--- config.mk ---
export PLATFORM = sky130hd
export DESIGN_NAME = snd_cmdq
export DESIGN_NICKNAME = d
export VERILOG_FILES = /design/src/rtl/snd_pkg.sv /design/src/rtl/snd_cmdq.sv
export SDC_FILE = /design/constraint.sdc
export NUM_CORES = 1
export LEC_CHECK = 0
export ABC_AREA = 0
export BUFFER_PORTS_ARGS = -buffer_cell sky130_fd_sc_hd__buf_4
export CELL_PAD_IN_SITES_DETAIL_PLACEMENT = 1
export CELL_PAD_IN_SITES_GLOBAL_PLACEMENT = 1
export CORE_UTILIZATION = 44
export CTS_CLUSTER_DIAMETER = 150
export DETAILED_ROUTE_END_ITERATION = 7
export PLACE_DENSITY_LB_ADDON = 0.12
export SYNTH_ARGS = -nofsm -noshare
export SYNTH_HDL_FRONTEND = slang
export SYNTH_SLANG_ARGS = --single-unit
--- constraint.sdc ---
create_clock -name i_clk -period 3.7 [get_ports i_clk]
set_clock_uncertainty 0.05 [all_clocks]
set_input_delay 0.37 -clock i_clk [delete_from_list [all_inputs] [get_ports i_clk]]
set_output_delay 0.37 -clock i_clk [all_outputs]
set_load 0.02 [all_outputs]
--- src/rtl/snd_pkg.sv ---
`default_nettype none
package snd_pkg;

    localparam int WINDOW_BYTES = 65536;
    localparam int AW = $clog2(WINDOW_BYTES);
    localparam int HW = $clog2(WINDOW_BYTES + 1);

    localparam logic [1:0] CMD_NONE = 2'd0;
    localparam logic [1:0] CMD_LIT  = 2'd1;
    localparam logic [1:0] CMD_COPY = 2'd2;

    typedef struct packed {
        logic        restart;
        logic [1:0]  kind;
        logic [7:0]  data;
        logic [31:0] offset;
        logic [6:0]  len;
    } t_cmd;

endpackage
`default_nettype wire

--- src/rtl/snd_cmdq.sv ---
`default_nettype none
module snd_cmdq (
    input  wire logic          i_clk,
    input  wire logic          i_rst_n,
    input  wire logic          i_push,
    input  snd_pkg::t_cmd      i_cmd,
    output logic               o_full,
    input  wire logic          i_pop,
    output logic               o_valid,
    output snd_pkg::t_cmd      o_cmd
);
    import snd_pkg::*;

    t_cmd       r_ent [2];
    logic       r_wr, r_rd;
    logic [1:0] r_cnt;

    assign o_full  = (r_cnt == 2'd2);
    assign o_valid = (r_cnt != 2'd0);
    assign o_cmd   = r_ent[r_rd];

    always_ff @(posedge i_clk) begin
        if (i_push) begin
            r_ent[r_wr] <= i_cmd;
        end
        if (!i_rst_n) begin
            r_wr  <= 1'b0;
            r_rd  <= 1'b0;
            r_cnt <= '0;
        end else begin
            if (i_push) begin
                r_wr <= ~r_wr;
            end
            if (i_pop) begin
                r_rd <= ~r_rd;
            end
            r_cnt <= r_cnt + 2'(i_push) - 2'(i_pop);
        end
    end
endmodule
`default_nettype wire

[Word-level counts from Yosys, hierarchy flattened]
Memory sizes are Yosys's and may differ from the RTL's. A register that Yosys moved wholly into a read port is not among the register bits.
Index checks and enable logic that the tools add are counted.
Cells by class
  equal/unequal tests: 1
  muxes and demuxes: 4
  reductions and logical operators: 1
  add/subtract/negate cells: 2
  bitwise logic cells: 2
Operator list (number)
  $mux 1: 4
  $add 2x1->2: 1
  $eq 2x2->1 const B: 1
  $not 1->1: 2
  $reduce_bool 2->1: 1
  $sub 2x1->2: 1
Word-level totals
  input bits: 54
  memories kept: 1
  bits in registers: 4
  output and inout port bits: 52
  memory bits (writable): 100
  logic and storage cells: 14
Memories
  r_ent: depth 2, bits a word 50, rd ports 1, clocked after memory_dff 1, write ports 1, line snd_cmdq.sv:14  | t_cmd r_ent [2];

[Logic depth before layout (Yosys ltp)]
Gate-level depths: netlist of the first run.
  depth in word-level cells: 3
  mapped depth: 6
  depth with buffers taken out: 6

[Worst setup path after synthesis of the first run]
OpenSTA, ideal clock, no wires.
  path kind: input port to flip-flop
  from: input i_push
  to: memory r_ent[0][0] (netlist bit) (enable)
  path slack: 568 ps
  setup time: 465 ps
  stages: 1
  data required time: 3185 ps
  data arrival time: 2617 ps
  buffers on the path: 0
  path through: nor2b_1
On the way
  cells in the longest elaborated chain, start to end: 2
RTL lines
  start: declaration: line snd_cmdq.sv:5  | input wire logic i_push,
  $mux 1: line snd_cmdq.sv:23  | if (i_push) begin
  $mux 1 (implied by the code): line snd_cmdq.sv:24  | r_ent[r_wr] <= i_cmd;
  end: declaration: line snd_cmdq.sv:14
Every way passes these cells.

==> flow_summary.yaml, run 1 <==
setup_path:
  r2r_start: "r_wr"
  worstPathRequired_ps: 3280
  cp.arrival_ps: 1910
  rr_endpoint: "r_ent[1][27]"
  setup.worst_path.class: "flop to output pin"
  cp-end-kind: "output pin"
  worst_r2r_path_depth: 2
  crit_path_top_delay_cell: "sky130_fd_sc_hd__dfxtp_4"
  crit_path_max_incr_delay_ps: 980
  critPathLaunchType: "flop"
  register_to_register_setup_slack_ps: 1840
  timing.critical_path.cells: "mux2_4 -> buf_4"
  critical_path_peak_fanout: 50
synthesis:
  postSynthRegisterBits: 105
  synth.mux.area_fraction_pct: 18.3
  syn-mean-instance-area_um2: 23.1
  xor_xnor_cell_area_share_of_the_yosys_netlist_pct: 0.764
  largest_family_of_logic_cells_by_synthesized_area: "multiplexers"
  synth_fa_ha_area_share_pct: 0.611
  synth_cells: 177
  netlist.top_cell.by_area: "sky130_fd_sc_hd__edfxtp_1"
  synth_compound_gate_area_share_pct: 0.183
  post_synth_num_cell_types: 13
  synth_top_cells_by_area: "sky130_fd_sc_hd__edfxtp_1 73%, sky130_fd_sc_hd__mux2_4 18%, sky130_fd_sc_hd__buf_12 2.4%"
  netlist.area_leader.share_pct: 73.4
  synth.yosys.seq_area_share_pct: 75.8
  synth_warnings: 0
  synth_area_um2: 4090
  postSynthNetCount: 233
  synth-simple-area-share_pct: 1.38
global_routing:
  grt_pass1_wl_um: 10600
  pin_count_of_the_biggest_net_entering_global_routing: 51
  grt_antenna_before_repair: 0
  grt_remaining_overflow: 0
  globalRouteTotalUtil_pct: 15.1
  grt_pass1_vias: 2055
clock_tree:
  number_of_sinks_handled_by_clock_tree_synthesis: 105
  total_cts_buffers: 9
  clk-insertion-delay-late_ps: 350
  total_of_hold_buffers_inserted_after_clock_tree_synthesis: 0
  cts.clk_slew.worst_paths_ps: 100
  cts_buffer_depth: 2
  cts_setup_buffers: 0
  post_cts.resized_instances: 0
  clock_tree_from_tritoncts: "yes"
  htreeDepth: 3
  ctsRootBufferMaster: "sky130_fd_sc_hd__clkbuf_8"
floorplan:
  initial_core_util_pct: 46.3
  core_um2: 8850
  floorplan.rows: 34
  io_pins: 106
  total_die_area_um2: 9690
  dieWidth_um: 98.4
  die_height_um: 98.4
layout:
  final_core_utilization_pct: 57.9
  nFillCells: 816
  final_net_count: 346
  ratio_of_cells_with_drive_above_1_in_the_final_layout_pct: 59.7
  finish.cell_count_without_fillers: 403
  synthesis_to_layout_area_growth_pct: 25.3
  sequential_cell_area_um2: 3110
  num_antenna_cells: 0
  finish.instance_area_um2: 5130
  multi_input_comb_area_um2: 880
pwr:
  p_per_cell_area_nw_per_um2: 487
  p_total_mw: 2.50
  irDropWorstVdd_mv: 0.232
  p_leak_nw: 2.04
sta:
  count_of_final_setup_violators: 0
  fmax_mhz: 430
  hold_violations: 0
  max-slew-margin-rel_pct: 35.2
  timing.final.crit_period_ps: 2330
  finalMaxSlewViolations: 0
  final.setup.tns_ps: 0
  rsz_0062_raised_after_global_routing: "false"
  worstMarginPinSlew_ps: 972
  timing.final.crit_share_pct: 62.9
detailed_routing:
  detailedRoute.firstPassIterationCount: 7
  vias_per_cell: 4.83
  first_iter_violations: 78
  drt-wirelength-per-cell_um: 17.4
  drc: 7
  drt-total-wl_um: 7020
  antenna_left: 0
  routed-via-count: 1947
worst_hold_path:
  hold_end: "r_ent[1][25]"
  min_path_type: "input pin to flop"
  worstHoldStart: "i_cmd[25]"
  worstHoldPathCells: 1
placed_design:
  detailed_place.area_um2: 4940
  dp_cells: 387
  dp_hpwl_um: 4670
  gp_routability_congestion: 0.617
  place.port_buffers: 105
outcome:
  violations: "DRC"
  outcome: "complete, but fails checks"
run:
  maxCapViolCount: 0
## final cells by class
| class | instances | area share, % |
|---|---|---|
| Sequential cell | 105 | 60.6 |
| Inverter | 2 | 0.146 |
| Clock inverter | 5 | 1.10 |
| Multi-Input combinational cell | 64 | 17.2 |
| Tap cell | 108 | 2.64 |
| Clock buffer | 11 | 2.56 |
| Timing Repair Buffer | 108 | 15.8 |
## worst max path at each step
stage / start / end / slack (ps) / cells past startpoint
3_3_place_gp: i_push / r_ent[1][0] / 1730 / 3
6_report: flop / o_cmd[43] / 1370 / 2
5_1_grt: flop / o_cmd[43] / 1290 / 2
3_5_place_dp: i_push / r_ent[1][3] / 1730 / 3
2_1_floorplan: i_push / r_ent[0][0] / 570 / 1
4_1_cts: flop / o_cmd[43] / 1330 / 2
## report_power, final
part           internal (mW)  switching, mW  total, mW
registers               1.37         0.0494       1.42
clock network          0.313          0.364      0.677
logic                  0.225          0.172      0.397
total                   1.91          0.586       2.50
## metrics by stage
stage / hold slack [ps] / setup slack (ps)
2_1_floorplan: 419 / 568
3_3_place_gp: 505 / 1730
3_5_place_dp: 508 / 1730
4_1_cts: 122 / 1330
5_1_grt: 114 / 1290
6_report: 141 / 1370
## cell usage in the layout, fill, tap and decap left out
cell type                      n
sky130_fd_sc_hd__clkbuf_8      9
sky130_fd_sc_hd__xor2_1        1
sky130_fd_sc_hd__and2_1        3
sky130_fd_sc_hd__or2_2         1
sky130_fd_sc_hd__nor2b_1       3
sky130_fd_sc_hd__mux2_4       50
sky130_fd_sc_hd__inv_1         2
sky130_fd_sc_hd__nor2b_4       1
sky130_fd_sc_hd__bufinv_16     1
sky130_fd_sc_hd__ha_1          2
sky130_fd_sc_hd__edfxtp_1    100
sky130_fd_sc_hd__buf_4       108
sky130_fd_sc_hd__clkinv_2      2
sky130_fd_sc_hd__and2_2        1
sky130_fd_sc_hd__clkinvlp_4    1
sky130_fd_sc_hd__clkinv_4      1
sky130_fd_sc_hd__dfxtp_4       1
sky130_fd_sc_hd__clkbuf_1      2
sky130_fd_sc_hd__xnor3_1       1
sky130_fd_sc_hd__o21a_1        1
sky130_fd_sc_hd__dfxtp_1       4
## critical path: cells and delay by family, from the launching register on
family | cells | cell delay, ps
buffers and inverters | 1 | 160
DFF | 1 | 980
muxes | 1 | 360
## Yosys cell counts, drive strengths merged
library cell  count
and2              4
or2               1
o21a              1
inv               2
edfxtp          100
mux2             50
buf               6
dfxtp             5
xnor3             1
ha                2
nor2b             4
xor2              1
## state kept, by name (all words and copies together) (netlist names), named ones only
signal,cells
r_cnt,2
r_ent,100
r_wr,1
r_rd,1
## per-layer routing
metal	track usage, %	vias to the layer above	share of wire, %
met5	0	-	0
met4	7.58	0	1.6
met3	3.48	10	5.4
met2	27.1	63	53
met1	17.1	964	40
li1	-	910	-
## kinds of logic (layout without fill, tap and decap cells)
| logic type | after synthesis | count (layout) |
|---|---|---|
| DFF | 105 | 105 |
| AOI/OAI and AO/OA | 1 | 1 |
| xor gates and xnor gates | 2 | 2 |
| and+or+nand+nor | 9 | 9 |
| muxes | 50 | 50 |
| buffers and inverters | 8 | 126 |
| adders and majority gates | 2 | 2 |
No activity file was read; power rests on OpenSTA's default activity.
==> run 2, diff against run 1 <==
==> constraint.sdc (replaced) <==
create_clock -name i_clk -period 2.25 [get_ports i_clk]
set_clock_uncertainty 0.05 [all_clocks]
set_input_delay 0.225 -clock i_clk [delete_from_list [all_inputs] [get_ports i_clk]]
set_output_delay 0.225 -clock i_clk [all_outputs]
set_load 0.02 [all_outputs]
==> run 2 against run 1 <==
Register-to-register slack got worse by 1100 ps. Non-clock buffer count increased by 53. Final area is 11% higher. Sequential power increased by 61%. Total power rose by 69%. Die area is the same. The run still ends with DRC left. Flip-flop and latch count is the same. Hold slack got worse by 76 ps. Largest cell class unchanged. Critical path depth is 1 higher.
==> flow_summary.yaml, run 2 (same netlist as run 1, synthesis figures left out) <==
run:
  maxCapViolCount: 0
clock_tree:
  clk-insertion-delay-late_ps: 350
  post_cts.resized_instances: 0
  clock_tree_from_tritoncts: "yes"
  ctsRootBufferMaster: "sky130_fd_sc_hd__clkbuf_8"
  htreeDepth: 3
  cts.clk_slew.worst_paths_ps: 90
  cts_buffer_depth: 2
  cts_setup_buffers: 0
  total_cts_buffers: 9
  total_of_hold_buffers_inserted_after_clock_tree_synthesis: 47
  number_of_sinks_handled_by_clock_tree_synthesis: 105
pwr:
  power_report.internal_total_mw: 3.21
  combPwrFrac_pct: 18.6
  irDropWorstVdd_mv: 0.448
  switch_share_pct: 24.0
  clockPowerShare_pct: 27.3
  p_total_mw: 4.23
  power_switching_mw: 1.01
  p_per_cell_area_nw_per_um2: 744
  p_leak_nw: 2.28
  seqPwrFrac_pct: 54.1
sta:
  rsz_0062_raised_after_global_routing: "false"
  worstMarginPinSlew_ps: 519
  timing.final.crit_period_ps: 1940
  fmax_mhz: 515
  max-slew-margin-rel_pct: 65.4
  timing.final.crit_share_pct: 86.4
  hold_violations: 0
  count_of_final_setup_violators: 0
  final.setup.tns_ps: 0
  finalMaxSlewViolations: 0
placed_design:
  dp_hpwl_um: 4920
  place.port_buffers: 105
  gp_routability_congestion: 0.686
  detailed_place.area_um2: 4970
setup_path:
  critical_path_peak_fanout: 28
  timing.critical_path.cells: "buf_4 -> mux2_4 -> buf_4"
  cp-end-kind: "output pin"
  cp.arrival_ps: 1670
  cpMostUsedCell: "sky130_fd_sc_hd__buf_4"
  register_to_register_setup_slack_ps: 780
  rr_endpoint: "r_ent[0][6]"
  crit_path_top_delay_cell: "sky130_fd_sc_hd__buf_4"
  critPathLaunchType: "flop"
  r2r_start: "r_wr"
  crit_path_max_incr_delay_ps: 440
  worst_r2r_path_depth: 2
  worstPathRequired_ps: 1980
  setup.worst_path.class: "flop to output pin"
worst_hold_path:
  worstHoldStart: "i_rst_n"
  worstHoldPathCells: 2
  hold_end: "r_rd"
  min_path_type: "input pin to flop"
layout:
  ratio_of_cells_with_drive_above_1_in_the_final_layout_pct: 52.0
  num_antenna_cells: 0
  reg_top3: "r_ent (100), r_cnt (2)"
  finish.instance_area_um2: 5680
  sequential_cell_area_um2: 3110
  final_net_count: 399
  nFillCells: 776
  number_of_flip_flops_under_the_largest_register_name: 100
  registers.top_by_ff_count: "r_ent"
  multi_input_comb_area_um2: 880
  final_common_cell: "sky130_fd_sc_hd__buf_4"
  synthesis_to_layout_area_growth_pct: 38.7
  most-common-layout-cells: "110 x sky130_fd_sc_hd__buf_4, 100 x sky130_fd_sc_hd__edfxtp_1, 50 x sky130_fd_sc_hd__mux2_4, 50 x sky130_fd_sc_hd__dlygate4sd3_1, 9 x sky130_fd_sc_hd__clkbuf_8"
floorplan:
  floorplan.rows: 34
  core_um2: 8850
  initial_core_util_pct: 46.3
  dieWidth_um: 98.4
  io_pins: 106
  total_die_area_um2: 9690
  die_height_um: 98.4
global_routing:
  grt_pass1_wl_um: 11900
  grt_pass1_vias: 2378
  grt_antenna_before_repair: 0
  globalRouteTotalUtil_pct: 16.7
  pin_count_of_the_biggest_net_entering_global_routing: 29
  grt_remaining_overflow: 0
detailed_routing:
  drt-total-wl_um: 7650
  first_iter_violations: 50
  vias_per_cell: 4.63
  detailedRoute.firstPassIterationCount: 8
  drt-wirelength-per-cell_um: 16.8
  drc: 1
  antenna_left: 0
  routed-via-count: 2111
outcome:
  outcome: "complete, but fails checks"
  violations: "DRC"
[run 2: cell types whose count changed in the layout (fill, tap and decap cells not counted), sizes merged]
cell         delta
buf             +3
clkinvlp        -1
clkbuf          -2
inv             +2
dlygate4sd3    +50
clkinv          +1
[run 2: per-stage QoR]
stage               worst slack [ps]  instances  hold slack, ps  utilization, %
floorplan                        139        177             274               -
CTS                              272        453           0.863            63.8
finish                           307        456            65.1            64.2
detailed placement               672        390             363            56.2
global placement                 673        390             359            56.2
global route                     225        456            58.5            64.2
[run 2: critical path: cells and delay by family (launching register included)]
| kind | cells | cell delay [ps] |
|---|---|---|
| mux | 1 | 360 |
| flops | 1 | 350 |
| buf+inv | 2 | 600 |
[run 2: power by group through the flow]
stage          registers [mW]  logic (mW)  clock network (mW)
4_1_cts                  2.29       0.787                1.20
5_1_grt                  2.30       0.830                1.27
2_1_floorplan            2.33       0.464                   0
3_5_place_dp             2.33       0.719                   0
3_3_place_gp             2.33       0.710                   0
6_report                 2.29       0.784                1.15
[run 2: metal layers]
| layer | GRT usage, % | part of all wire (%) | wire (um) |
|---|---|---|---|
| met5 | 0 | 0 | 0 |
| met4 | 5.86 | 0.69 | 53 |
| met3 | 4.61 | 5.1 | 388 |
| met2 | 30.9 | 55 | 4200 |
| met1 | 18.4 | 39 | 3010 |
[run 2: layout make-up]
| cell class | instances | area share (%) |
|---|---|---|
| timing repair buffer | 161 | 23.7 |
| clock buffer | 9 | 2.18 |
| multi-input combinational | 64 | 15.5 |
| inverter | 2 | 0.132 |
| clock inverter | 7 | 1.39 |
| sequential | 105 | 54.7 |
| tap | 108 | 2.38 |
[run 2: worst max-delay path by stage]
stage / end / slack, ps
6_report: o_cmd[12] / 310
5_1_grt: o_cmd[19] / 230
4_1_cts: o_cmd[12] / 270
3_5_place_dp: o_cmd[12] / 670
3_3_place_gp: o_cmd[12] / 670
2_1_floorplan: r_ent[0][0] / 140
==> run 3, diff against run 2 <==
--- a/config.mk
+++ b/config.mk
@@ -5,7 +5,6 @@
 export SDC_FILE = /design/constraint.sdc
 export NUM_CORES = 1
 export LEC_CHECK = 0
-export ABC_AREA = 0
 export BUFFER_PORTS_ARGS = -buffer_cell sky130_fd_sc_hd__buf_4
 export CELL_PAD_IN_SITES_DETAIL_PLACEMENT = 1
 export CELL_PAD_IN_SITES_GLOBAL_PLACEMENT = 1
==> constraint.sdc (replaced) <==
create_clock -name i_clk -period 2.1 [get_ports i_clk]
set_clock_uncertainty 0.05 [all_clocks]
set_input_delay 0.21 -clock i_clk [delete_from_list [all_inputs] [get_ports i_clk]]
set_output_delay 0.21 -clock i_clk [all_outputs]
set_load 0.02 [all_outputs]
==> run 3 against run 2 <==
The run now ends clean. Setup slack got worse by 88 ps. Sequential power rose by 7%. Clock power increased by 3%. Routed wire length fell by 1.3%. Register-to-register slack got worse by 70 ps. First-iteration DRC count decreased by 4.0%. Combinational power grew 7.5%. Critical endpoint is now o_cmd[41].
==> flow_summary.yaml, run 3 (same netlist as run 1, synthesis figures left out) <==
setup_path:
  crit_path_max_incr_delay_ps: 400
  cp-end-kind: "output pin"
  setup.worst_path.class: "flop to output pin"
  timing.critical_path.cells: "buf_4 -> mux2_4 -> buf_4"
  critPathLaunchType: "flop"
  critical_path_peak_fanout: 23
  critical-path-top-delay-family: "buffers and inverters"
  cp.arrival_ps: 1620
  worstPathRequired_ps: 1840
  register_to_register_setup_slack_ps: 710
  crit_path_top_delay_cell: "sky130_fd_sc_hd__buf_4"
  cpMostUsedCell: "sky130_fd_sc_hd__buf_4"
  critical_path.n_buffers_inverters: 2
placed_design:
  dpl_worst_slack_ps: 581
  dp_cells: 388
  place.port_buffers: 105
  gp_routability_congestion: 0.642
  dp_hpwl_um: 4700
layout:
  final_net_count: 397
  ratio_of_cells_with_drive_above_1_in_the_final_layout_pct: 51.0
  most-common-layout-cells: "106 x sky130_fd_sc_hd__buf_4, 100 x sky130_fd_sc_hd__edfxtp_1, 50 x sky130_fd_sc_hd__mux2_4, 50 x sky130_fd_sc_hd__dlygate4sd3_1, 9 x sky130_fd_sc_hd__clkbuf_8"
  finish.cell_count_without_fillers: 453
  final_common_cell: "sky130_fd_sc_hd__buf_4"
  nFillCells: 791
  number_of_flip_flops_under_the_largest_register_name: 100
  synthesis_to_layout_area_growth_pct: 38.6
  registers.top_by_ff_count: "r_ent"
  reg_top3: "r_ent (100), r_cnt (2)"
  num_antenna_cells: 0
floorplan:
  core_um2: 8850
  total_die_area_um2: 9690
  die_height_um: 98.4
  io_pins: 106
  floorplan.rows: 34
  initial_core_util_pct: 46.3
  dieWidth_um: 98.4
clock_tree:
  total_cts_buffers: 9
  ctsRootBufferMaster: "sky130_fd_sc_hd__clkbuf_8"
  cts.clk_slew.worst_paths_ps: 90
  htreeDepth: 3
  cts_buffer_depth: 2
  clock_tree_from_tritoncts: "yes"
  cts_setup_buffers: 0
  total_of_hold_buffers_inserted_after_clock_tree_synthesis: 50
  number_of_sinks_handled_by_clock_tree_synthesis: 105
  clk-insertion-delay-late_ps: 350
  post_cts.resized_instances: 0
sta:
  hold_violations: 0
  rsz_0062_raised_after_global_routing: "false"
  final.setup.tns_ps: 0
  fmax_mhz: 532
  finalMaxSlewViolations: 0
  timing.final.crit_share_pct: 89.6
  timing.final.crit_period_ps: 1880
  max-slew-margin-rel_pct: 70.0
  final.setup.worst_slack_ps: 219
  worst_hold_slack_ps: 48.6
  worstMarginPinSlew_ps: 450
  count_of_final_setup_violators: 0
worst_hold_path:
  min_path_type: "input pin to flop"
outcome:
  outcome: "complete, no violations"
global_routing:
  pin_count_of_the_biggest_net_entering_global_routing: 45
  globalRouteTotalUtil_pct: 16.5
  grt_remaining_overflow: 0
  grt_pass1_wl_um: 11900
  grt_antenna_before_repair: 0
  grt_pass1_vias: 2393
pwr:
  irDropWorstVdd_mv: 0.423
  p_total_mw: 4.48
  p_leak_nw: 2.26
  p_per_cell_area_nw_per_um2: 790
detailed_routing:
  antenna_left: 0
  drc: 0
  routed-via-count: 2137
  drt-total-wl_um: 7560
  detailedRoute.firstPassIterationCount: 8
  drt-wirelength-per-cell_um: 16.7
  first_iter_violations: 48
  vias_per_cell: 4.72
run:
  maxCapViolCount: 0
run 3: cell types whose count changed in the layout (fill, tap and decap cells not counted), sizes merged:
cell | before | now
buf | 111 | 109
clkbuf | 9 | 10
clkinvlp | 0 | 2
inv | 4 | 2
clkinv | 4 | 2
run 3: worst paths after layout:
check / start / depth (start not counted) / endpoint
setup / recovery: flop / 3 / o_cmd[41]
hold reg to reg: r_rd / 2 / flop
hold / removal: i_rst_n / 2 / r_cnt[0]
setup reg to reg: r_wr / 2 / r_ent[1][17]
run 3: routing by layer:
layer	global-route usage, %	share of wire, %	vias up	wire [um]
li1	-	-	1011	-
met1	18.8	41	1052	3090
met2	29.5	53	65	4010
met3	4.82	4.7	9	356
met4	5.86	1.3	0	102
met5	0	0	-	0
run 3: through the flow:
stage	instance area (um2)	utilization, %
final	5670	64.1
after global routing	5670	64.1
after CTS	5670	64.1
after detailed placement	4980	56.3
after global placement	4980	56.3
after floorplan	4100	-
run 3: cell type report:
cell class / instances / area, um2 / share of cell area (%)
sequential: 105 / 3110 / 54.8
multi-input combinational: 64 / 880 / 15.5
clock buffer: 10 / 128 / 2.25
tap: 108 / 135 / 2.38
timing repair buffer: 159 / 1360 / 23.9
inverter: 2 / 7.51 / 0.132
clock inverter: 5 / 57.6 / 1.02
run 3: where the power goes:
part / total (mW) / internal [mW] / switching [mW]
clock network: 1.19 / 0.544 / 0.641
logic: 0.843 / 0.467 / 0.377
registers: 2.45 / 2.42 / 0.0364
