==> src/rtl/snd_pkg.sv <==
`default_nettype none
package snd_pkg;

    localparam int WINDOW_BYTES = 65536;
    localparam int AW = $clog2(WINDOW_BYTES);
    localparam int HW = $clog2(WINDOW_BYTES + 1);

    localparam logic [1:0] CMD_NONE = 2'd0;
    localparam logic [1:0] CMD_LIT  = 2'd1;
    localparam logic [1:0] CMD_COPY = 2'd2;

    typedef struct packed {
        logic        restart;
        logic [1:0]  kind;
        logic [7:0]  data;
        logic [31:0] offset;
        logic [6:0]  len;
    } t_cmd;

endpackage
`default_nettype wire

==> src/rtl/snd_front.sv <==
`default_nettype none
module snd_front (
    input  wire logic          i_clk,
    input  wire logic          i_rst_n,
    input  wire logic          i_accept,
    input  wire logic          i_stream_start,
    input  wire logic [7:0]    i_in_byte,
    output logic               o_cmd_push,
    output snd_pkg::t_cmd      o_cmd
);
    import snd_pkg::*;

    localparam logic [1:0] PH_TAG     = 2'd0;
    localparam logic [1:0] PH_LITLEN  = 2'd1;
    localparam logic [1:0] PH_LITDATA = 2'd2;
    localparam logic [1:0] PH_COPYOFF = 2'd3;

    logic [1:0]  r_phase, n_phase;
    logic [2:0]  r_extra, n_extra;
    logic [1:0]  r_taken, n_taken;
    logic [32:0] r_lit, n_lit;
    logic [6:0]  r_clen, n_clen;
    logic [31:0] r_acc, n_acc;

    always_comb begin
        logic [31:0] sh;
        sh = 32'(i_in_byte) << {r_taken, 3'b000};
        n_phase = r_phase;
        n_extra = r_extra;
        n_taken = r_taken;
        n_lit   = r_lit;
        n_clen  = r_clen;
        n_acc   = r_acc;
        o_cmd_push    = 1'b0;
        o_cmd.restart = 1'b0;
        o_cmd.kind    = CMD_NONE;
        o_cmd.data    = i_in_byte;
        o_cmd.offset  = r_acc;
        o_cmd.len     = r_clen;
        if (i_accept) begin
            if (i_stream_start) begin
                n_phase = PH_TAG;
                n_lit   = '0;
                o_cmd_push    = 1'b1;
                o_cmd.restart = 1'b1;
            end
            case (i_stream_start ? PH_TAG : r_phase)
                PH_TAG: begin
                    n_taken = '0;
                    n_acc   = '0;
                    if (i_in_byte[1:0] == 2'd0) begin
                        if (i_in_byte[7:2] >= 6'd60) begin
                            n_extra = 3'(i_in_byte[7:2] - 6'd59);
                            n_phase = PH_LITLEN;
                        end else begin
                            n_lit   = 33'(i_in_byte[7:2]) + 33'd1;
                            n_phase = PH_LITDATA;
                        end
                    end else if (i_in_byte[1:0] == 2'd1) begin
                        n_clen  = 7'(i_in_byte[4:2]) + 7'd4;
                        n_acc   = {21'b0, i_in_byte[7:5], 8'b0};
                        n_extra = 3'd1;
                        n_phase = PH_COPYOFF;
                    end else begin
                        n_clen  = 7'(i_in_byte[7:2]) + 7'd1;
                        n_extra = (i_in_byte[1:0] == 2'd2) ? 3'd2 : 3'd4;
                        n_phase = PH_COPYOFF;
                    end
                end
                PH_LITLEN: begin
                    n_taken = r_taken + 2'd1;
                    n_extra = r_extra - 3'd1;
                    if (r_extra == 3'd1) begin
                        n_lit   = 33'(r_acc | sh) + 33'd1;
                        n_acc   = '0;
                        n_phase = PH_LITDATA;
                    end else begin
                        n_acc = r_acc | sh;
                    end
                end
                PH_LITDATA: begin
                    o_cmd_push = 1'b1;
                    o_cmd.kind = CMD_LIT;
                    if (r_lit != '0) begin
                        n_lit = r_lit - 33'd1;
                    end
                    if (r_lit <= 33'd1) begin
                        n_phase = PH_TAG;
                    end
                end
                default: begin
                    // offset bytes never overlap, so or-ing equals adding
                    n_acc   = r_acc | sh;
                    n_taken = r_taken + 2'd1;
                    n_extra = r_extra - 3'd1;
                    if (r_extra == 3'd1) begin
                        o_cmd_push   = 1'b1;
                        o_cmd.kind   = CMD_COPY;
                        o_cmd.offset = r_acc | sh;
                        n_phase      = PH_TAG;
                    end
                end
            endcase
        end
    end

    always_ff @(posedge i_clk) begin
        if (!i_rst_n) begin
            r_phase <= PH_TAG;
            r_extra <= '0;
            r_taken <= '0;
            r_lit   <= '0;
            r_clen  <= '0;
            r_acc   <= '0;
        end else begin
            r_phase <= n_phase;
            r_extra <= n_extra;
            r_taken <= n_taken;
            r_lit   <= n_lit;
            r_clen  <= n_clen;
            r_acc   <= n_acc;
        end
    end
endmodule
`default_nettype wire

==> config.mk <==
export PLATFORM = sky130hd
export DESIGN_NAME = snd_front
export DESIGN_NICKNAME = d
export VERILOG_FILES = /design/src/rtl/snd_pkg.sv /design/src/rtl/snd_front.sv
export SDC_FILE = /design/constraint.sdc
export NUM_CORES = 1
export LEC_CHECK = 0
export ABC_AREA = 1
export BUFFER_PORTS_ARGS = -buffer_cell sky130_fd_sc_hd__buf_2
export CAP_MARGIN = 15
export CORE_ASPECT_RATIO = 0.5
export CORE_MARGIN = 2
export CORE_UTILIZATION = 25
export DETAILED_ROUTE_END_ITERATION = 7
export GPL_ROUTABILITY_DRIVEN = 1
export PLACE_DENSITY = 0.36
export SLEW_MARGIN = 20
export SYNTH_ARGS = -nofsm -noshare
export SYNTH_HDL_FRONTEND = slang
export SYNTH_SLANG_ARGS = --single-unit
==> constraint.sdc <==
create_clock -name i_clk -period 5.2 [get_ports i_clk]
set_clock_uncertainty 0.15 [all_clocks]
set_input_delay 1.56 -clock i_clk [delete_from_list [all_inputs] [get_ports i_clk]]
set_output_delay 1.56 -clock i_clk [all_outputs]
set_load 0.005 [all_outputs]
# After elaboration in Yosys (flattened, before gate mapping)
# Index checks and enable logic that the tools add are counted.
dict set report op_classes {
  reduce_logical 8
  order_cmp 2
  bitwise_logic 4
  mux 34
  n_shift 1
  n_eq_ne 6
  add_sub_neg 8
}
# op n
set op_table {}
lappend op_table {{33-bit 2-to-1 mux} 5}
lappend op_table {{32-bit 2-to-1 mux} 4}
lappend op_table {{33-bit case mux with 3 select lines} 1}
lappend op_table {{32-bit case mux with 3 select lines} 1}
lappend op_table {{32-bit OR} 2}
lappend op_table {{32-bit by 1-bit adder with 33-bit output, second input constant} 1}
lappend op_table {{33-bit by 1-bit less-or-equal comparator with 1-bit output, second input constant} 1}
lappend op_table {{33-bit nonzero test} 1}
lappend op_table {{33-bit by 1-bit subtractor with 33-bit output, second input constant} 1}
lappend op_table {{8-bit by 5-bit << shifter with 32-bit output} 1}
lappend op_table {{11-bit 2-to-1 mux} 2}
lappend op_table {{3-bit 2-to-1 mux} 5}
lappend op_table {{6-bit by 1-bit adder with 7-bit output, second input constant} 2}
lappend op_table {{2-bit 2-to-1 mux} 7}
lappend op_table {{2-bit case mux with 2 select lines} 2}
lappend op_table {{7-bit 2-to-1 mux} 1}
lappend op_table {{6-bit greater-or-equal comparator, second input constant} 1}
lappend op_table {{2-bit case mux with 3 select lines} 1}
lappend op_table {{3-bit case mux with 2 select lines} 1}
lappend op_table {{3-bit AND reduction} 2}
lappend op_table {{3-bit by 3-bit adder with 4-bit output, second input constant} 1}
lappend op_table {{2-bit by 1-bit == test with 1-bit output, second input constant} 2}
lappend op_table {{2-bit == test, second input constant} 2}
lappend op_table {{2-bit logical NOT} 2}
lappend op_table {{other kinds (11)} 14}
dict set report word_totals {
  out_inout_bits 51
  word_cells 69
  regBits 79
  inputBits 12
}

# Longest topological paths before layout
# Gate-level depths: netlist (run 1).
dict set report depth {
  ltp_word 5
  ltp_mapped 16
  ltp_nobuf 15
}

# Worst setup path after synthesis (run 1)
# OpenSTA, ideal clock, no wires.
dict set report synth_path {
  path_kind {in2out}
  start {in i_stream_start}
  end {out o_cmd[29] (netlist bit)}
  setup_slack_ps 618
  path_buffers 2
  arrival_ps 2872
  stages 9
  cell_sequence {buf_2 > nor2_1 > inv_1 > nor2_1 > inv_1 > nor3_1 > inv_1 > clkbuf_1 > o21ai_0}
}
# item line
set synth_lines {}
lappend synth_lines {{start, declared} snd_front.sv:6} ;# input wire logic i_stream_start,
lappend synth_lines {{end, declared} snd_front.sv:9} ;# output snd_pkg::t_cmd o_cmd

==> results of run 1 <==
power breakdown:
part	internal [W]	switching (W)
registers	0.000632	0.0000299
logic	0.000139	0.000356
clock network	0.000397	0.000299
total	0.00117	0.000685
worst reg2reg max path: cells and delay by family, from the launching register on:
| family | cells | cell delay [ns] |
|---|---|---|
| adders and majority gates | 1 | 0.15 |
| AOI/OAI and AO/OA | 1 | 0.12 |
| and+or+nand+nor | 5 | 1.37 |
| buffers and inverters | 3 | 1.30 |
| DFF | 1 | 0.30 |
kinds of logic after synthesis:
kind of cell             count (synthesis)  share of synthesized area (%)
AND/OR/NAND/NOR                        576                           38.5
AO/OA/AOI/OAI                          206                           17.9
buffers and inverters                  194                           12.6
flip-flops                              79                           24.9
XOR/XNOR                                30                           4.14
adder cells (fa/ha/maj)                 10                           1.97
final cells by class:
cell class	count	area, um^2	area share [%]
timing repair buffer	79	438	6.01
tap	344	430	5.91
inverter	148	556	7.63
multi-input combinational	822	3970	54.5
clock buffer	11	253	3.47
clock inverter	5	56.3	0.773
sequential	79	1580	21.7
Yosys cell counts (all sizes together):
master	count	area [um^2]
o21ai	94	470
a311oi	1	8.76
a221oi	3	26.3
nor4	2	12.5
o2111ai	1	8.76
a31oi	16	100
xor2	21	184
a21oi	68	344
xnor2	9	78.8
nand3	100	505
nor3	22	120
o31ai	2	15.0
buf	27	175
ha	10	125
o22ai	3	18.8
o221ai	1	8.76
a211oi	4	30.0
a221o	2	20.0
o21a	2	15.0
dfxtp	79	1580
o211ai	4	30.0
nand3b	2	15.0
or2	3	18.8
nand4	18	113
o21bai	3	22.5
inv	146	548
a22oi	2	15.0
clkinv	2	7.51
clkbuf	19	71.3
nor2	175	697
nand2	254	961
stage by stage:
stage          cells  hold WS, ns  setup WS [ns]  power (W)  area [um^2]
6_report        1488        0.316          0.463    0.00185         7280
5_1_grt         1488        0.334          0.216    0.00196         7280
4_1_cts         1488        0.320          0.477    0.00188         7280
3_5_place_dp    1472        0.309          0.500    0.00116         6970
3_3_place_gp    1472        0.302          0.543    0.00117         6970
2_1_floorplan   1095        0.290          0.618   0.000989         6350
registers in the layout (all words and copies together) (netlist names):
name	flops
r_taken	2
r_phase	2
r_acc	32
r_clen	7
r_lit	33
r_extra	3
metal layers:
layer / up-vias / part of all wire (%) / GRT usage [%]
met4: 0 / 1.7 / 6.02
li1: 3643 / - / -
met3: 36 / 5.5 / 4.15
met1: 3481 / 52 / 32.8
met5: - / 0 / 0
met2: 222 / 41 / 32.7
worst paths after layout:
check	startpoint	endpoint	cells after the start
worst min-delay path	r_clen[3]	r_clen[3]	2
worst min register to register	r_clen[3]	r_clen[3]	2
worst max register to register	r_extra[1]	r_lit[30]	10
worst max-delay path	i_stream_start	o_cmd[19]	11
==> run summary, run 1 <==
Final HPWL DP: 22,500 um
vias in the first global route: 6,738
status: finished, final reports clean
Worst Tran Pin Value: 0.860 ns
ANT nets after route: 0
post-route setup TNS: 0 ns
row count: 41
Hold WC Path Type: flop to flop
R2R Setup Slk: 1.73 ns
first-pass GRT wire length: 43,300 um
Arr. time, crit path: 3.03 ns
CP max stage cell: buf_4
routability cong.: 0.880
clock root cell: clkbuf_16
Crit path largest cell delay: 0.21 ns
Highest Clock Rate: 211 MHz
clock transition at the registers of the reported paths: 0.07 ns
most used cell, CP: inv_1
# Post-CTS Setup Buffers: 0
n_diodes: 0
Syn. warnings: 0
slew margin rel.: 42.6%
Post-Synthesis Cells: 1,095
WL/cell: 19.6 um
Hold-fix buffers, CTS: 0
Syn-to-layout area delta: 14.7%
Layout Utilization: 29.0%
CTS HTree Levels: 3
initial DRC count: 721
DRT Wirelength: 29,200 um
GRT Residual Overflow: 0
CP bufs+invs: 7
setup violators final: 0
FILL cells: 2,926
Post-Syn Area: 0.00635 mm^2
pwr dens: 254 mW/mm^2
CTS sink count: 79
crit path cell chain: buf_2 > nor2_1 > inv_1 > nor2_1 > inv_1 > nor3_1 > buf_4 > inv_1 > buf_4 > o21ai_0 > buf_2
critical path class: primary input to output pin
DRT Pass-1 Iters: 5
largest delay contributor family on the critical path: buffers and inverters
PostCTS Resize Cnt: 0
detailed-route via count: 7,382
share of cells above drive strength 1: 10.3%
maximum vdd drop: 126 uV
CP required: 3.49 ns
Mean Syn Cell Area: 5.80 um^2
CP Launch Type: primary input
DR vias/cell: 4.96
Clock Latency Late Sink: 0.37 ns
initial antenna violation count: 0
Leakage Power: 3.20 nW
register area share after synthesis: 24.9%
count of final hold-check violations: 0
die area: 0.0268 mm^2
Syn Nets: 1,117
fin nets: 1,161
clock tree buffer depth: 2
crit-path max FO: 30
Die Span Y: 117 um
minimum clock period: 4.74 ns
CTS tree: built
largest net degree at the start of global routing: 33
Yosys reg bits: 79
IO Pins: 63
area of the core: 0.0251 mm^2
RSZ-0062 raised after global routing: false
CP Capture Type: output pin
max cap viols: 0
global-route usage over all layers: 22.2%
Die Width: 229 um
fin. max-slew vios: 0
Initial Util: 25.3%
port bufs: 62
Final period util: 91.1%
commonest cells after routing, fill and taps aside: nand2_1 (251), nor2_1 (165), inv_1 (144)
Post-route DRC: 0
synth unique cells: 41
total CTS buffers: 9
leading cell type in the layout, fill and taps excluded: nand2_1
Power figures use the tool's default switching activity.
==> run 2: changes to the inputs <==
--- a/config.mk
+++ b/config.mk
@@ -14,6 +14,7 @@
 export DETAILED_ROUTE_END_ITERATION = 7
 export GPL_ROUTABILITY_DRIVEN = 1
 export PLACE_DENSITY = 0.36
+export RECOVER_POWER = 100
 export SLEW_MARGIN = 20
 export SYNTH_ARGS = -nofsm -noshare
 export SYNTH_HDL_FRONTEND = slang
==> run summary, run 2 (same netlist as run 1, synthesis figures left out) <==
Final HPWL DP: 22,500 um (unchanged)
CTS tree: built
status: finished, violations left
CTS HTree Levels: 3 (unchanged)
maximum vdd drop: 126 uV (-0.22%)
die area: 0.0268 mm^2 (unchanged)
routability cong.: 0.880 (unchanged)
Arr. time, crit path: 3.13 ns (+0.10 ns)
CP Capture Type: output pin
setup violators final: 0 (unchanged)
commonest cells after routing, fill and taps aside: nand2_1 (252), nor2_1 (165), inv_1 (144)
register area: 0.00158 mm^2 (unchanged)
met3 GRT Util: 4.15% (unchanged)
GRT Residual Overflow: 0 (unchanged)
global-route usage over all layers: 22.2% (unchanged)
pwr dens: 257 mW/mm^2 (+0.95%)
initial DRC count: 616 (-15%)
Highest Clock Rate: 207 MHz (-2.2%)
vias in the first global route: 6,738 (unchanged)
Hold-fix buffers, CTS: 0 (unchanged)
smallest hold slack: 0.319 ns (+0.00277 ns)
Die Span Y: 117 um (unchanged)
clock root cell: clkbuf_16
crit-path max FO: 16 (-47%)
R2R Setup Slk: 1.71 ns (-0.02 ns)
clock transition at the registers of the reported paths: 0.07 ns (about the same)
Multi-input gate area: 0.00395 mm^2 (-0.38%)
Clock Latency Late Sink: 0.37 ns (about the same)
DRT Wirelength: 29,200 um (about the same)
Crit Reg-Reg Startpoint: r_extra[1]
max reg flops: 33 (unchanged)
RSZ-0062 raised after global routing: false
failing checks: capacitance limit, slew limit
CP Launch Type: primary input
DRT Pass-1 Iters: 6 (+1)
IO Pins: 63 (unchanged)
Final period util: 93.1% (+2.0 points)
WL/cell: 19.6 um (about the same)
fin nets: 1,161 (unchanged)
CTS sink count: 79 (unchanged)
post-route setup TNS: 0 ns (unchanged)
Biggest register: r_lit
final worst setup slack: 0.358 ns (-0.105 ns)
leading cell type in the layout, fill and taps excluded: nand2_1
critical path class: primary input to output pin
area of the core: 0.0251 mm^2 (unchanged)
port bufs: 62 (unchanged)
ANT nets after route: 0 (unchanged)
M2 GR Usage: 32.7% (unchanged)
first-pass GRT wire length: 43,300 um (unchanged)
pre-CTS WS: 0.500 ns (unchanged)
Syn-to-layout area delta: 13.3%
WHS Path Cells: 2 (unchanged)
max cap viols: 1 (+1)
n_diodes: 0 (unchanged)
initial antenna violation count: 0 (unchanged)
Initial Util: 25.3% (unchanged)
Worst Tran Pin Value: 1.54 ns (+0.677 ns)
row count: 41 (unchanged)
fin. max-slew vios: 30 (+30)
largest net degree at the start of global routing: 33 (unchanged)
Leakage Power: 3.00 nW (-6.4%)
CP required: 3.49 ns (about the same)
# Post-CTS Setup Buffers: 0 (unchanged)
Worst Hold Endpoint: r_clen[3]
minimum clock period: 4.84 ns (+0.105 ns)
Die Width: 229 um (unchanged)
slew margin rel.: -2.41% (-45 points)
GRT Max-Usage Layer: met1
FF-to-FF path depth: 10 (unchanged)
Reg2Reg Capture Point: r_lit[30]
detailed-route via count: 7,307 (-1.0%)
hold_sp: r_clen[3]
total CTS buffers: 9 (unchanged)
PostCTS Resize Cnt: 0 (unchanged)
FILL cells: 2,955 (+0.99%)
biggest regs: r_lit x33, r_acc x32, r_clen x7
count of final hold-check violations: 0 (unchanged)
share of cells above drive strength 1: 5.59% (-4.7 points)
clock tree buffer depth: 2 (unchanged)
Post-route DRC: 0 (unchanged)
M1 GR Usage: 32.8% (unchanged)
DR vias/cell: 4.91 (-1.0%)
Layout Utilization: 28.7% (-0.37 points)
Hold WC Path Type: flop to flop
-- run 2: cell types whose count changed in the layout (fill, tap and decap cells not counted), sizes merged --
| cell | previous run | this run |
|---|---|---|
| buf | 79 | 28 |
| clkbuf | 11 | 62 |
-- run 2: how the worst max path moves through the flow --
stage	startpoint	end	slack, ns	depth (start not counted)
after global placement	i_stream_start	o_cmd[7]	0.54	11
after global routing	i_stream_start	o_cmd[16]	0.12	11
after floorplan	i_stream_start	o_cmd[29]	0.62	9
after CTS	i_stream_start	o_cmd[19]	0.48	11
final	i_stream_start	o_cmd_push	0.36	6
after detailed placement	i_stream_start	o_cmd[19]	0.50	11
-- run 2: power by group --
part           internal [W]  total [W]  leakage [nW]  switching [W]
registers          0.000632   0.000662         0.644      0.0000299
clock network      0.000397   0.000697         0.152       0.000299
logic              0.000133   0.000488          2.20       0.000355
-- run 2: final cells by class --
| type | count | area share [%] |
|---|---|---|
| Timing Repair Buffer | 79 | 5.01 |
| Tap cell | 344 | 5.99 |
| Inverter | 148 | 7.73 |
| Clock inverter | 5 | 0.783 |
| Multi-Input combinational cell | 822 | 55.0 |
| Clock buffer | 11 | 3.52 |
| Sequential cell | 79 | 22.0 |
-- run 2: metal layers --
layer	part of all wire, %	vias to the layer above
met3	5.9	27
met1	51	3418
met2	41	224
li1	-	3638
met5	0	-
met4	1.5	0
-- run 2: critical path, cell delays in order --
cell and delay [ns]:
clkbuf_1 0.10, clkbuf_1 0.66, inv_1 0.14, buf_4 0.24, a21oi_1 0.26, buf_2 0.17
-- run 2: metrics by stage --
| stage | cells | power, W | instance area (um^2) |
|---|---|---|---|
| global route | 1488 | 0.00195 | 7190 |
| detailed placement | 1472 | 0.00116 | 6970 |
| finish | 1488 | 0.00185 | 7190 |
| CTS | 1488 | 0.00188 | 7280 |
| global placement | 1472 | 0.00117 | 6970 |
| floorplan | 1095 | 0.000989 | 6350 |
==> run 3: changes to the inputs <==
--- a/config.mk
+++ b/config.mk
@@ -13,7 +13,7 @@
 export CORE_UTILIZATION = 25
 export DETAILED_ROUTE_END_ITERATION = 7
 export GPL_ROUTABILITY_DRIVEN = 1
-export PLACE_DENSITY = 0.36
+export PLACE_DENSITY = 0.38
 export RECOVER_POWER = 100
 export SLEW_MARGIN = 20
 export SYNTH_ARGS = -nofsm -noshare
==> constraint.sdc (replaced) <==
create_clock -name i_clk -period 4.3 [get_ports i_clk]
set_clock_uncertainty 0.15 [all_clocks]
set_input_delay 1.29 -clock i_clk [delete_from_list [all_inputs] [get_ports i_clk]]
set_output_delay 1.29 -clock i_clk [all_outputs]
set_load 0.005 [all_outputs]
==> run summary, run 3 (same netlist as run 1, synthesis figures left out) <==
Die Width: 229 um (unchanged)
area of the core: 0.0251 mm^2 (unchanged)
first-pass GRT wire length: 42,600 um (-1.6%)
M2 GR Usage: 33.6% (+0.89 points)
minimum clock period: 4.13 ns
total CTS buffers: 9 (unchanged)
initial antenna violation count: 0 (unchanged)
maximum vdd drop: 175 uV (+39%)
Worst Tran Pin Value: 1.48 ns (-0.0513 ns)
GRT Residual Overflow: 0 (unchanged)
routability cong.: 0.911 (+3.5%)
placed cell count: 1,489 (+1.2%)
largest delay contributor family on the critical path: buffers and inverters
Layout Utilization: 29.1% (+0.46 points)
setup violators final: 0 (unchanged)
R2R Setup Slk: 1.01 ns (-0.70 ns)
fin nets: 1,178 (+1.5%)
IO Pins: 63 (unchanged)
met3 GRT Util: 4.47% (+0.32 points)
Initial Util: 25.3% (unchanged)
detailed-route via count: 7,349 (+0.57%)
max reg flops: 33 (unchanged)
Leakage Power: 3.11 nW (+3.8%)
Biggest register: r_lit
Final period util: 96.1%
Arr. time, crit path: 2.69 ns (-0.44 ns)
critical path class: primary input to output pin
DR vias/cell: 4.89 (-0.50%)
largest net degree at the start of global routing: 32 (-3.0%)
port bufs: 62 (unchanged)
CP max stage cell: o21ai_0
M1 GR Usage: 30.9% (-1.8 points)
fin. max-slew vios: 0 (-100%)
global-route usage over all layers: 21.8% (-0.43 points)
clock tree buffer depth: 2 (unchanged)
DRT Pass-1 Iters: 4 (-2)
row count: 41 (unchanged)
initial DRC count: 585 (-5.0%)
status: finished, final reports clean
Syn-to-layout area delta: 15.1%
n_diodes: 0 (unchanged)
DRT Wirelength: 28,900 um (-1.0%)
CTS tree: built
count of final hold-check violations: 0 (unchanged)
Final HPWL DP: 22,700 um (+0.84%)
slew margin rel.: 1.02% (+3.4 points)
pwr dens: 311 mW/mm^2 (+21%)
leading cell type in the layout, fill and taps excluded: nand2_1
vias in the first global route: 6,702 (-0.53%)
CP bufs+invs: 7 (+2)
ANT nets after route: 0 (unchanged)
Post-route DRC: 0 (unchanged)
Hold-fix buffers, CTS: 0 (unchanged)
most used cell, CP: inv_1
Crit path largest cell delay: 0.22 ns (-0.44 ns)
Die Span Y: 117 um (unchanged)
Highest Clock Rate: 242 MHz
clock root cell: clkbuf_16
CTS HTree Levels: 3 (unchanged)
crit-path max FO: 31 (+15)
Placed Area: 0.00711 mm^2 (+2.0%)
biggest regs: r_lit x33, r_acc x32, r_clen x7
Hold WC Path Type: flop to flop
die area: 0.0268 mm^2 (unchanged)
commonest cells after routing, fill and taps aside: nand2_1 (253), nor2_1 (170), inv_1 (144)
Clock Latency Late Sink: 0.37 ns (about the same)
crit path cell chain: buf_2 > nor2_1 > inv_1 > nor2_2 > inv_1 > nor3_1 > buf_4 > inv_1 > buf_12 > o21ai_0 > buf_1
clock transition at the registers of the reported paths: 0.07 ns (about the same)
WL/cell: 19.2 um (-2.1%)
post-route setup TNS: 0 ns (unchanged)
fin area: 0.00730 mm^2 (+1.6%)
CP required: 2.86 ns (-0.63 ns)
GRT Max-Usage Layer: met2
CP Capture Type: output pin
CTS sink count: 79 (unchanged)
RSZ-0062 raised after global routing: false
max cap viols: 0 (-1)
Final Non-Filler Cells: 1,504 (+1.1%)
CP Launch Type: primary input
share of cells above drive strength 1: 6.81% (+1.2 points)
-- run 3: cell types whose count changed in the layout (fill, tap and decap cells not counted), moves of 3 or more --
| cell | change |
|---|---|
| buf_2 | +4 |
| buf_4 | +16 |
| clkbuf_1 | -6 |
| nor2_1 | +5 |
| nor2_4 | -3 |
-- run 3: stage by stage --
stage / hold slack [ns] / total power [W] / setup WS, ns
6_report: 0.318 / 0.00227 / 0.166
5_1_grt: 0.344 / 0.00239 / 0.0180
4_1_cts: 0.318 / 0.00230 / 0.160
3_5_place_dp: 0.308 / 0.00142 / 0.184
3_3_place_gp: 0.302 / 0.00143 / 0.256
2_1_floorplan: 0.290 / 0.00120 / 0.258
-- run 3: final cells by class --
cell class / instances / area (um^2)
fillers: 2915 / 17800
multi-input cells: 822 / 3920
flip-flops and latches: 79 / 1580
inverters: 148 / 556
repair buffers: 96 / 508
well taps: 344 / 430
clock buffers: 9 / 225
clock inverters: 6 / 86.3
-- run 3: report_power, final --
part / internal [W] / switching, W / total, W
combinational: 0.000173 / 0.000432 / 0.000605
clock: 0.000504 / 0.000364 / 0.000868
sequential: 0.000764 / 0.0000348 / 0.000799
-- run 3: worst register-to-register path, delay by kind of cell (launching register included) --
family | cells | cell delay [ns]
fa+ha+maj | 1 | 0.26
compound gates | 1 | 0.24
simple gates | 9 | 1.77
buf+inv | 1 | 0.35
flops | 1 | 0.47
-- run 3: final timing paths --
| check | cells after the start | endpoint | from |
|---|---|---|---|
| setup / recovery | 11 | o_cmd[19] | i_stream_start |
| hold / removal | 2 | r_clen[6] | r_clen[6] |
| setup reg to reg | 12 | r_lit[32] | r_taken[0] |
| hold reg to reg | 2 | r_clen[6] | r_clen[6] |
-- run 3: timing repair --
action                                  4_1_cts  5_1_grt
endpoints found under the setup margin        0       12
resized for setup                             0        4
setup buffers                                 0        0
-- run 3: metal layers --
| layer | share of wire, % | wire [um] |
|---|---|---|
| met4 | 1.7 | 498 |
| met3 | 5.1 | 1470 |
| met5 | 0 | 0 |
| met2 | 43 | 12400 |
| met1 | 50 | 14600 |
